### src/design/slid_pkg.sv
// Shared types and constants of the sorted list insert/delete unit.
// Used by the controller, the datapath and the top level; no dependencies.
package slid_pkg;

  // Default number of entries in the sorted store.
  localparam int unsigned CAPACITY = 16;

  localparam int unsigned VALUE_W = 32;
  localparam int unsigned COUNT_W = 5;

  typedef enum logic {
    REQ_INSERT = 1'b0,
    REQ_DELETE = 1'b1
  } req_e;

  typedef enum logic [1:0] {
    STATUS_OK        = 2'd0,
    STATUS_FULL      = 2'd1,
    STATUS_NOT_FOUND = 2'd2
  } status_e;

  // Commands from the controller to the datapath.
  typedef struct packed {
    logic load;     // capture a new request
    logic rd;       // read the entry below (insert) or at (delete) the scan pointer
    logic step;     // compare the read entry and shift it
    logic finish;   // close the scan: final write, count and status
    logic min_rd;   // read the head entry
    logic publish;  // load the output register
  } slid_cmd_t;

  // Status from the datapath to the controller.
  typedef struct packed {
    logic scan_done;  // nothing left to scan, or the insert is dropped
    logic ins_stop;   // insert has found its slot at the current entry
    logic out_free;   // output register can take a result this cycle
  } slid_sts_t;

endpackage

### src/design/slid_ram.sv
// Generic single-write, single-read RAM with a registered read port.
// No dependencies.
module slid_ram #(
  parameter int unsigned Width = 32,
  parameter int unsigned Depth = 16,
  parameter int unsigned AddrW = (Depth > 1) ? $clog2(Depth) : 1
) (
  input  logic             clk_i,
  input  logic             we_i,
  input  logic [AddrW-1:0] waddr_i,
  input  logic [Width-1:0] wdata_i,
  input  logic             re_i,
  input  logic [AddrW-1:0] raddr_i,
  output logic [Width-1:0] rdata_o
);

  logic [Width-1:0] mem_q [Depth];
  logic [Width-1:0] rdata_q;

  always_ff @(posedge clk_i) begin
    if (we_i) begin
      mem_q[waddr_i] <= wdata_i;
    end
    if (re_i) begin
      rdata_q <= mem_q[raddr_i];
    end
  end

  assign rdata_o = rdata_q;

endmodule

### src/design/slid_controller.sv
// Sequencing state machine of the sorted list insert/delete unit.
// Depends on slid_pkg for the command and status structs.
module slid_controller (
  input  logic                clk_i,
  input  logic                rst_ni,
  input  logic                in_valid_i,
  output logic                in_stall_o,
  input  slid_pkg::slid_sts_t sts_i,
  output slid_pkg::slid_cmd_t cmd_o
);

  typedef enum logic [4:0] {
    S_IDLE  = 5'b00001,
    S_CHECK = 5'b00010,
    S_CMP   = 5'b00100,
    S_MINRD = 5'b01000,
    S_MINWT = 5'b10000
  } state_e;

  state_e state_q, state_d;

  always_comb begin
    state_d = state_q;
    cmd_o   = '0;
    case (state_q)
      S_IDLE: begin
        if (in_valid_i) begin
          cmd_o.load = 1'b1;
          state_d    = S_CHECK;
        end
      end
      S_CHECK: begin
        if (sts_i.scan_done) begin
          cmd_o.finish = 1'b1;
          state_d      = S_MINRD;
        end else begin
          cmd_o.rd = 1'b1;
          state_d  = S_CMP;
        end
      end
      S_CMP: begin
        cmd_o.step = 1'b1;
        state_d    = sts_i.ins_stop ? S_MINRD : S_CHECK;
      end
      S_MINRD: begin
        cmd_o.min_rd = 1'b1;
        state_d      = S_MINWT;
      end
      S_MINWT: begin
        // The head entry stays in the read register until the result leaves.
        if (sts_i.out_free) begin
          cmd_o.publish = 1'b1;
          state_d       = S_IDLE;
        end
      end
      default: begin
        state_d = S_IDLE;
      end
    endcase
  end

  always_ff @(posedge clk_i or negedge rst_ni) begin
    if (!rst_ni) begin
      state_q <= S_IDLE;
    end else begin
      state_q <= state_d;
    end
  end

  assign in_stall_o = (state_q != S_IDLE);

endmodule

### src/design/slid_datapath.sv
// Datapath of the sorted list insert/delete unit: entry store, scan pointer,
// occupancy counter and output register. Depends on slid_pkg and slid_ram.
module slid_datapath #(
  parameter int unsigned Capacity = slid_pkg::CAPACITY
) (
  input  logic                                clk_i,
  input  logic                                rst_ni,
  input  slid_pkg::slid_cmd_t                 cmd_i,
  output slid_pkg::slid_sts_t                 sts_o,
  input  logic                                req_type_i,
  input  logic signed [slid_pkg::VALUE_W-1:0] value_i,
  input  logic                                out_stall_i,
  output logic                                out_valid_o,
  output logic [slid_pkg::COUNT_W-1:0]        entry_count_o,
  output logic [1:0]                          status_o,
  output logic                                smallest_valid_o,
  output logic signed [slid_pkg::VALUE_W-1:0] smallest_value_o
);

  localparam int unsigned AW = (Capacity > 1) ? $clog2(Capacity) : 1;
  localparam int unsigned CW = $clog2(Capacity + 1);
  localparam int unsigned VW = slid_pkg::VALUE_W;
  localparam int unsigned NW = slid_pkg::COUNT_W;

  logic                   req_q;
  logic signed [VW-1:0]   val_q;
  logic [CW-1:0]          ptr_q;
  logic [CW-1:0]          count_q;
  logic                   found_q;
  slid_pkg::status_e      status_q;

  logic                   out_valid_q;
  logic [NW-1:0]          out_count_q;
  slid_pkg::status_e      out_status_q;
  logic                   out_sv_q;
  logic signed [VW-1:0]   out_val_q;

  logic                   ram_we;
  logic [AW-1:0]          ram_waddr;
  logic [VW-1:0]          ram_wdata;
  logic                   ram_re;
  logic [AW-1:0]          ram_raddr;
  logic [VW-1:0]          ram_rdata;

  logic                   is_ins;
  logic                   full;
  logic [CW-1:0]          ptr_m1;
  logic                   ins_shift;
  logic                   del_hit;
  logic [CW+NW-1:0]       count_ext;

  assign is_ins    = (req_q == slid_pkg::REQ_INSERT);
  assign full      = (count_q == CW'(Capacity));
  assign ptr_m1    = ptr_q - 1'b1;
  assign ins_shift = ($signed(ram_rdata) > val_q);
  assign del_hit   = (ram_rdata == val_q);
  assign count_ext = {{NW{1'b0}}, count_q};

  assign sts_o.scan_done = is_ins ? (full || (ptr_q == '0)) : (ptr_q == count_q);
  assign sts_o.ins_stop  = is_ins && !ins_shift;
  assign sts_o.out_free  = !out_valid_q || !out_stall_i;

  // An insert walks down from the top, moving larger entries up by one.
  // A delete walks up from the bottom and, past the first match, moves
  // every entry down by one.
  always_comb begin
    ram_re    = cmd_i.rd || cmd_i.min_rd;
    ram_raddr = cmd_i.min_rd ? '0 : (is_ins ? ptr_m1[AW-1:0] : ptr_q[AW-1:0]);
    ram_we    = 1'b0;
    ram_waddr = ptr_q[AW-1:0];
    ram_wdata = val_q;
    if (cmd_i.step) begin
      if (is_ins) begin
        ram_we    = 1'b1;
        ram_wdata = ins_shift ? ram_rdata : val_q;
      end else if (found_q) begin
        ram_we    = 1'b1;
        ram_waddr = ptr_m1[AW-1:0];
        ram_wdata = ram_rdata;
      end
    end
    if (cmd_i.finish && is_ins && !full) begin
      ram_we = 1'b1;
    end
  end

  slid_ram #(
    .Width(VW),
    .Depth(Capacity)
  ) u_ram (
    .clk_i  (clk_i),
    .we_i   (ram_we),
    .waddr_i(ram_waddr),
    .wdata_i(ram_wdata),
    .re_i   (ram_re),
    .raddr_i(ram_raddr),
    .rdata_o(ram_rdata)
  );

  always_ff @(posedge clk_i or negedge rst_ni) begin
    if (!rst_ni) begin
      req_q       <= slid_pkg::REQ_INSERT;
      ptr_q       <= '0;
      count_q     <= '0;
      found_q     <= 1'b0;
      out_valid_q <= 1'b0;
    end else begin
      if (cmd_i.load) begin
        req_q   <= req_type_i;
        ptr_q   <= (req_type_i == slid_pkg::REQ_INSERT) ? count_q : '0;
        found_q <= 1'b0;
      end
      if (cmd_i.step) begin
        if (is_ins) begin
          if (ins_shift) begin
            ptr_q <= ptr_m1;
          end else begin
            count_q <= count_q + 1'b1;
          end
        end else begin
          if (!found_q && del_hit) begin
            found_q <= 1'b1;
          end
          ptr_q <= ptr_q + 1'b1;
        end
      end
      if (cmd_i.finish) begin
        if (is_ins) begin
          if (!full) begin
            count_q <= count_q + 1'b1;
          end
        end else if (found_q) begin
          count_q <= count_q - 1'b1;
        end
      end
      if (cmd_i.publish) begin
        out_valid_q <= 1'b1;
      end else if (!out_stall_i) begin
        out_valid_q <= 1'b0;
      end
    end
  end

  always_ff @(posedge clk_i) begin
    if (cmd_i.load) begin
      val_q    <= value_i;
      status_q <= slid_pkg::STATUS_OK;
    end
    if (cmd_i.finish) begin
      if (is_ins && full) begin
        status_q <= slid_pkg::STATUS_FULL;
      end else if (!is_ins && !found_q) begin
        status_q <= slid_pkg::STATUS_NOT_FOUND;
      end
    end
    if (cmd_i.publish) begin
      out_count_q  <= count_ext[NW-1:0];
      out_status_q <= status_q;
      out_sv_q     <= (count_q != '0);
      out_val_q    <= (count_q != '0) ? $signed(ram_rdata) : '0;
    end
  end

  assign out_valid_o      = out_valid_q;
  assign entry_count_o    = out_count_q;
  assign status_o         = out_status_q;
  assign smallest_valid_o = out_sv_q;
  assign smallest_value_o = out_val_q;

`ifndef SYNTH
  a_count_bound : assert property (@(posedge clk_i) disable iff (!rst_ni)
    count_q <= CW'(Capacity))
    else $error("occupancy exceeds capacity");

  a_no_rw_overlap : assert property (@(posedge clk_i) disable iff (!rst_ni)
    !(ram_we && ram_re))
    else $error("store read and written in the same cycle");

  a_full_status : assert property (@(posedge clk_i) disable iff (!rst_ni)
    cmd_i.publish && (status_q == slid_pkg::STATUS_FULL) |-> full)
    else $error("full status reported with room left");

  a_publish_sv : assert property (@(posedge clk_i) disable iff (!rst_ni)
    cmd_i.publish |=> out_valid_q && (out_sv_q == (count_q != '0)))
    else $error("smallest valid flag disagrees with occupancy");
`endif

endmodule

### src/design/sorted_list_insert_delete_unit.sv
// Top level of the sorted list insert/delete unit.
// Depends on slid_pkg, slid_controller and slid_datapath (with slid_ram).
//
//  channel | direction | handshake            | payload
//  --------+-----------+----------------------+-------------------------------------
//  in      | input     | in_valid_i/in_stall_o | req_type_i, value_i
//  out     | output    | out_valid_o/out_stall_i | entry_count_o, status_o,
//          |           |                      | smallest_valid_o, smallest_value_o
//
// One request is worked on at a time. An insert visits each entry that it moves and the
// one at which it stops (no such entry when it moves every stored entry); a delete visits
// every stored entry; a dropped insert visits none. Each entry visited is read in S_CHECK
// and compared in S_CMP, because the entry RAM has a registered read.
// Reset clears the occupancy count; the entry RAM itself is never cleared.
// A stalled output holds the result while the next request may be accepted.
module sorted_list_insert_delete_unit #(
  parameter int unsigned CAPACITY = slid_pkg::CAPACITY
) (
  input  logic                                clk_i,
  input  logic                                rst_ni,
  input  logic                                in_valid_i,
  output logic                                in_stall_o,
  input  logic                                req_type_i,
  input  logic signed [slid_pkg::VALUE_W-1:0] value_i,
  output logic                                out_valid_o,
  input  logic                                out_stall_i,
  output logic [slid_pkg::COUNT_W-1:0]        entry_count_o,
  output logic [1:0]                          status_o,
  output logic                                smallest_valid_o,
  output logic signed [slid_pkg::VALUE_W-1:0] smallest_value_o
);

  slid_pkg::slid_cmd_t cmd;
  slid_pkg::slid_sts_t sts;

  slid_controller u_ctrl (
    .clk_i     (clk_i),
    .rst_ni    (rst_ni),
    .in_valid_i(in_valid_i),
    .in_stall_o(in_stall_o),
    .sts_i     (sts),
    .cmd_o     (cmd)
  );

  slid_datapath #(
    .Capacity(CAPACITY)
  ) u_dp (
    .clk_i           (clk_i),
    .rst_ni          (rst_ni),
    .cmd_i           (cmd),
    .sts_o           (sts),
    .req_type_i      (req_type_i),
    .value_i         (value_i),
    .out_stall_i     (out_stall_i),
    .out_valid_o     (out_valid_o),
    .entry_count_o   (entry_count_o),
    .status_o        (status_o),
    .smallest_valid_o(smallest_valid_o),
    .smallest_value_o(smallest_value_o)
  );

endmodule

### config.mk
export PLATFORM = sky130hd
export DESIGN_NAME = sorted_list_insert_delete_unit
export DESIGN_NICKNAME = d
export VERILOG_FILES = /design/src/design/slid_pkg.sv /design/src/design/slid_ram.sv /design/src/design/slid_controller.sv /design/src/design/slid_datapath.sv /design/src/design/sorted_list_insert_delete_unit.sv
export SDC_FILE = /design/constraint.sdc
export NUM_CORES = 1
export LEC_CHECK = 0
export ABC_AREA = 1
export BUFFER_PORTS_ARGS = -buffer_cell sky130_fd_sc_hd__clkbuf_2
export CAP_MARGIN = 10
export CELL_PAD_IN_SITES_DETAIL_PLACEMENT = 1
export CELL_PAD_IN_SITES_GLOBAL_PLACEMENT = 1
export CORE_MARGIN = 1.5
export CORE_UTILIZATION = 50
export CTS_BUF_LIST = sky130_fd_sc_hd__clkbuf_2 sky130_fd_sc_hd__clkbuf_4 sky130_fd_sc_hd__clkbuf_8
export CTS_CLUSTER_DIAMETER = 30
export DETAILED_ROUTE_END_ITERATION = 8
export PLACE_DENSITY_LB_ADDON = 0.1
export SLEW_MARGIN = 15
export SYNTH_ARGS = -nofsm -noshare
export SYNTH_HDL_FRONTEND = slang
export SYNTH_HIERARCHICAL = 1
export SYNTH_SLANG_ARGS = --single-unit
### constraint.sdc
create_clock -name clk_i -period 9.8 [get_ports clk_i]
set_input_delay 1.96 -clock clk_i [delete_from_list [all_inputs] [get_ports clk_i]]
set_output_delay 1.96 -clock clk_i [all_outputs]
set_load 0.02 [all_outputs]
# Word-level counts from Yosys, hierarchy flattened
# Memories as Yosys holds them, arrays and structs flattened. A register that Yosys moved wholly into a read port is not among the register bits.
# Cells that the tools add are included.
dict set report totals {
  input_bits 37
  memories 1
  out_inout_bits 42
  mem_bits_rw 512
  register_bits 92
  word_cells 101
}
dict set report classes {
  n_reduce_logical 17
  magnitude_cmp 1
  n_mux 53
  eq_ne 12
  n_bitwise 1
  n_addsub 4
}
# name words word_bits rd rd_clocked_by_memory_dff wr line
set mem_list {}
lappend mem_list {u_dp.u_ram.mem_q 16 32 1 1 1 slid_ram.sv:17} ;# logic [Width-1:0] mem_q [Depth];
# cell n
set ops {}
lappend ops {{2-to-1 mux 32 bit} 4}
lappend ops {{2-to-1 mux 5 bit} 14}
lappend ops {{equality test 32 bit} 1}
lappend ops {{greater-than comparator 32 bit} 1}
lappend ops {{2-to-1 mux 4 bit} 7}
lappend ops {{case mux 5 bit (5 select lines)} 1}
lappend ops {{2-to-1 mux 1 bit} 23}
lappend ops {{adder 5 x 1 -> 5 bit, second input constant} 2}
lappend ops {{equality test 5 bit, second input constant} 2}
lappend ops {{subtractor 5 x 1 -> 5 bit, second input constant} 2}
lappend ops {{2-to-1 mux 2 bit} 4}
lappend ops {{logical AND 1 bit} 6}
lappend ops {{equality test 5 x 1 -> 1 bit, second input constant} 1}
lappend ops {{equality test 5 x 2 -> 1 bit, second input constant} 1}
lappend ops {{equality test 5 x 3 -> 1 bit, second input constant} 1}
lappend ops {{equality test 5 x 4 -> 1 bit, second input constant} 1}
lappend ops {{equality test 5 bit} 1}
lappend ops {{zero test 1 bit} 5}
lappend ops {{zero test 5 bit} 1}
lappend ops {{inequality test 5 x 1 -> 1 bit, second input constant} 1}
lappend ops {{nonzero test 5 bit} 1}
lappend ops {{inequality test 2 bit, second input constant} 2}
lappend ops {{logical OR 1 bit} 3}
lappend ops {{inequality test 2 x 1 -> 1 bit, second input constant} 1}
lappend ops {{other kinds (2)} 2}

# Depth between registers and ports, before layout
dict set report logic_depth {
  ltp_word 10
  mapped_depth 22
  mapped_depth_nobuf 21
}

# By module
# Netlist, hierarchy kept.
# mod seq_area_each_um2 n_inst area_per_inst_um2 cells_per_inst
set modules_own_cells {}
lappend modules_own_cells {slid_ram 16335.7 1 23050.9 2120}
lappend modules_own_cells {slid_datapath 2527.4 1 5796.8 703}
lappend modules_own_cells {slid_controller 126.4 1 310.3 44}

# Worst setup path after synthesis
# No wires, ideal clock.
dict set report synth_path {
  path_kind {in2reg}
  from {in in_valid_i}
  to {reg u_dp.ptr_q[2]}
  t_required_ps 9723
  setup_ps 77
  path_slack_ps 5152
  cell_stages 10
  arrival_ps 4571
  path_buffers 0
  path_cell_list {inv_1 > nor2_1 > inv_1 > nor2_1 > inv_1 > o22ai_1 > inv_1 > nand2_1 > nand3_1 > a21oi_1}
}
# element line
set synth_rtl {}
lappend synth_rtl {{start: declaration} sorted_list_insert_delete_unit.sv:21} ;# input logic in_valid_i,
lappend synth_rtl {{end signal: assignment} slid_datapath.sv:110} ;# ptr_q <= (req_type_i == slid_pkg::REQ_INSERT) ? count_q : '0;
lappend synth_rtl {{end signal: assignment} slid_datapath.sv:116} ;# ptr_q <= ptr_m1;
lappend synth_rtl {{end signal: assignment} slid_datapath.sv:124} ;# ptr_q <= ptr_q + 1'b1;
lappend synth_rtl {{end: declaration} slid_datapath.sv:27} ;# logic [CW-1:0] ptr_q;

# Worst setup path after layout
dict set report layout_path {
  from {reg u_dp.req_q}
  to {reg u_dp.u_ram.rdata_q[31] (netlist: u_dp/u_ram/rdata_o[31]) (read register of u_dp.u_ram.mem_q), data pin}
}
dict set report layout_via {
  word_cells_on_any_way 6
  classes_between {mux: 5; reduce/logical: 1}
}
# element line
set layout_rtl {}
lappend layout_rtl {{start: declaration} slid_datapath.sv:25} ;# logic req_q;
lappend layout_rtl {{start signal: assignment} slid_datapath.sv:102} ;# req_q <= slid_pkg::REQ_INSERT;
lappend layout_rtl {{start signal: assignment} slid_datapath.sv:109} ;# req_q <= req_type_i;
lappend layout_rtl {{2-to-1 mux 4 bit (2 in a row)} slid_datapath.sv:68} ;# ram_raddr = cmd_i.min_rd ? '0 : (is_ins ? ptr_m1[AW-1:0] : ptr_q[AW-1:0]);
lappend layout_rtl {{named net u_dp.ram_raddr[0]} slid_datapath.sv:42} ;# logic [AW-1:0] ram_raddr;
lappend layout_rtl {{end: declaration} slid_ram.sv:18} ;# logic [Width-1:0] rdata_q;
# The timed path passes the listed nets, and every way through them passes these cells.
# A chain may end at the register's enable or synchronous reset.

==> out/metrics.cfg <==
[status]
status=finished clean

[synth]
syn_inst=2867
synth.net_count=2941
ys.flop_type=edfxtp_1
yosysTopAreaCell=edfxtp_1
ys_types=42
ys_ff_latch=636
synth.most_common_cell=nand2_1
syn_area_sq_um=29200
yosys-top-cells-area=edfxtp_1 63%, nand2_1 11%, nand3_1 7.6%
seq_area_frac_synth_pct=65.1
synth.avg_cell_area_sq_um=10.2
yosys_warnings=6
async_reset_ff_share_pct=2.83
ys_top_cells_by_count=830 x nand2_1, 616 x edfxtp_1, 501 x inv_1, 440 x nand3_1, 83 x nor2_1
synth-edff-count=616
synth_top_area_share_pct=63.4

[worst_setup_path]
crit_top_cell=nand3_1
cp_max_fo=186
cp-startpoint=u_dp/req_q$_DFFE_PN0P_
worstPathArrival_ns=5.13
worstPathCellList=clkinv_1 -> o21ai_0 -> a21oi_4 -> buf_12 -> inv_6 -> buf_12 -> nand2_1 -> nand3_1 -> nand3_1 -> nand3_1 -> nand2_1
critPathKind=reg2reg
endpoint_kind=register
rr_startpoint=u_dp/req_q$_DFFE_PN0P_
critPathLaunchType=register
cp_data_required_time_ns=10.29
max_stage_delay_ns=0.71
crit_slowest_cell=clkinv_1

[routing]
routed_wl_microns=86800
first_iter_violations=1676
avgRoutedWirePerCell_microns=22.4
ant_nets=0
drtPass1Iterations=5
avgViaCountPerCell=5.53
num_vias=21400
drc=0

[hold_path]
hold_class=reg2reg
min_from=u_dp/status_q[1]$_DFF_P_

[clocking]
clockBufferDepth=3
cts_sinks=636
cts-htree-levels=4
postCtsResizedCells=0
cts_tree=done
cts_inserted_buffers=143
post-cts-setup-buffers=0
clk_pin_slew_ns=0.05
clk-insertion-delay-late_ns=0.81
root_buffer=clkbuf_8
hold_buffers=0

[power]
power_density_nw_per_um2=329
total_power_w=0.0110
power_leakage_nw=14.4
peakVddDrop_v=0.000331

[placed_design]
gp_congestion=0.852
portBuffers=78
place_area_sq_um=30200
preCtsSetupSlack_ns=5.30
dp_hpwl_microns=47900

[timing]
setup_ws_ns=5.16
fin_crit_ns=4.64
tightest_slew_ns=1.02
rsz0062_at_grt=no
slew_violations=0
fin_crit_sh_pct=47.3
timing.setup.tns_ns=0
setup_viol_count_final=0
finalHoldViolCount=0
max_freq_mhz=216
skew_ns=0.0413
slew_headroom_pct=31.9
whs_ns=0.434

[floorplan]
io_pins=79
fp.dieH_microns=244
die-area_sq_um=59800
rows=88
die_w_microns=244
start_util_pct=50.5
core_area_sq_um=57700

[grt]
antenna_found_initial=2
grt_pass1_vias=22500
grt_pass1_wl_microns=131000
grt_overflow=0
grt_max_degree=187
grt.total_usage_pct=29.4

[final_layout]
design_area_sq_um=33400
drive_above_1_share_pct=13.5
finalNetCount=3076
syn_to_final_growth_pct=14.4

[job]
max_cap_viol_count=0

==> final timing paths <==
check | end | slack, ns | cells past startpoint
setup / recovery | u_dp/u_ram/rdata_o[31]$_DFFE_PP_ | 5.16 | 11
hold / removal | u_dp/status_o[1]$_DFFE_PP_ | 0.43 | 0
setup reg to reg | u_dp/u_ram/rdata_o[31]$_DFFE_PP_ | 5.16 | 11
hold reg to reg | u_dp/status_o[1]$_DFFE_PP_ | 0.43 | 0
max in group asynchronous | u_ctrl/state_q[0]$_DFFE_PN1P_ | 8.27 | 1
min in group asynchronous | u_dp/out_valid_o$_DFFE_PN0P_ | 1.16 | 1
==> cell families after synthesis <==
kind of cell    Yosys count  share of synthesized area, %
flops                   636                          65.1
xor+xnor                  7                         0.210
fa+ha+maj                37                          1.59
simple gates           1411                          20.8
compound gates          128                          2.77
buf+inv                 648                          9.53
==> report_power, final <==
part	leakage, nW	switching (W)	total [W]	internal, W
Clock	1.56	0.00124	0.00316	0.00191
Sequential	5.80	0.000207	0.00369	0.00348
Combinational	7.01	0.00304	0.00415	0.00111
Total	14.4	0.00449	0.0110	0.00650
==> worst max-delay path: cells and delay by family (launching register included) <==
family | cells | cell delay [ns]
AND/OR/NAND/NOR | 5 | 0.59
flip-flops | 1 | 0.52
AO/OA/AOI/OAI | 2 | 0.66
buffers and inverters | 4 | 2.16
==> sequential cells by signal, indices dropped and copies added, names as in the netlist, 2 cells and up <==
signal / cells
u_dp/status_o: 2
u_ctrl/state_q: 5
u_dp/smallest_value_o: 32
u_dp/count_q: 5
u_dp/u_ram/mem_q: 512
u_dp/entry_count_o: 5
u_dp/status_q: 2
u_dp/val_q: 32
u_dp/u_ram/rdata_o: 32
u_dp/ptr_q: 5
==> stage by stage <==
stage | utilization, % | instances
after CTS | 57.7 | 3873
after floorplan | - | 2867
final | 57.8 | 3875
after global placement | 52.4 | 3621
after detailed placement | 52.4 | 3621
after global routing | 57.8 | 3875
==> layout by cell type, fill, tap and decap left out, drive strengths merged, types with 34 or more instances in the layout <==
cell type and count:
a21oi 62, nand3 442, clkbuf 254, clkinv 47
nand2 834, nor2 87, ha 37, edfxtp 616
buf 54, inv 507, a221oi 34
==> cell type report <==
class	count	area (sq um)
clock buffers	176	2250
multi-input cells	1583	7620
well taps	765	957
inverters	506	1910
repair buffers	132	841
fillers	6327	24300
diodes	1	2.50
clock inverters	76	793
flip-flops and latches	636	19000
==> routing by layer <==
metal | vias up | wire length (microns) | track usage, %
met5 | - | 0 | 0
met4 | 0 | 2510 | 11.5
met3 | 199 | 5540 | 5.47
met2 | 772 | 41800 | 47.9
met1 | 10800 | 36900 | 39.0
li1 | 9716 | - | -
Power figures use the tool's default switching activity.
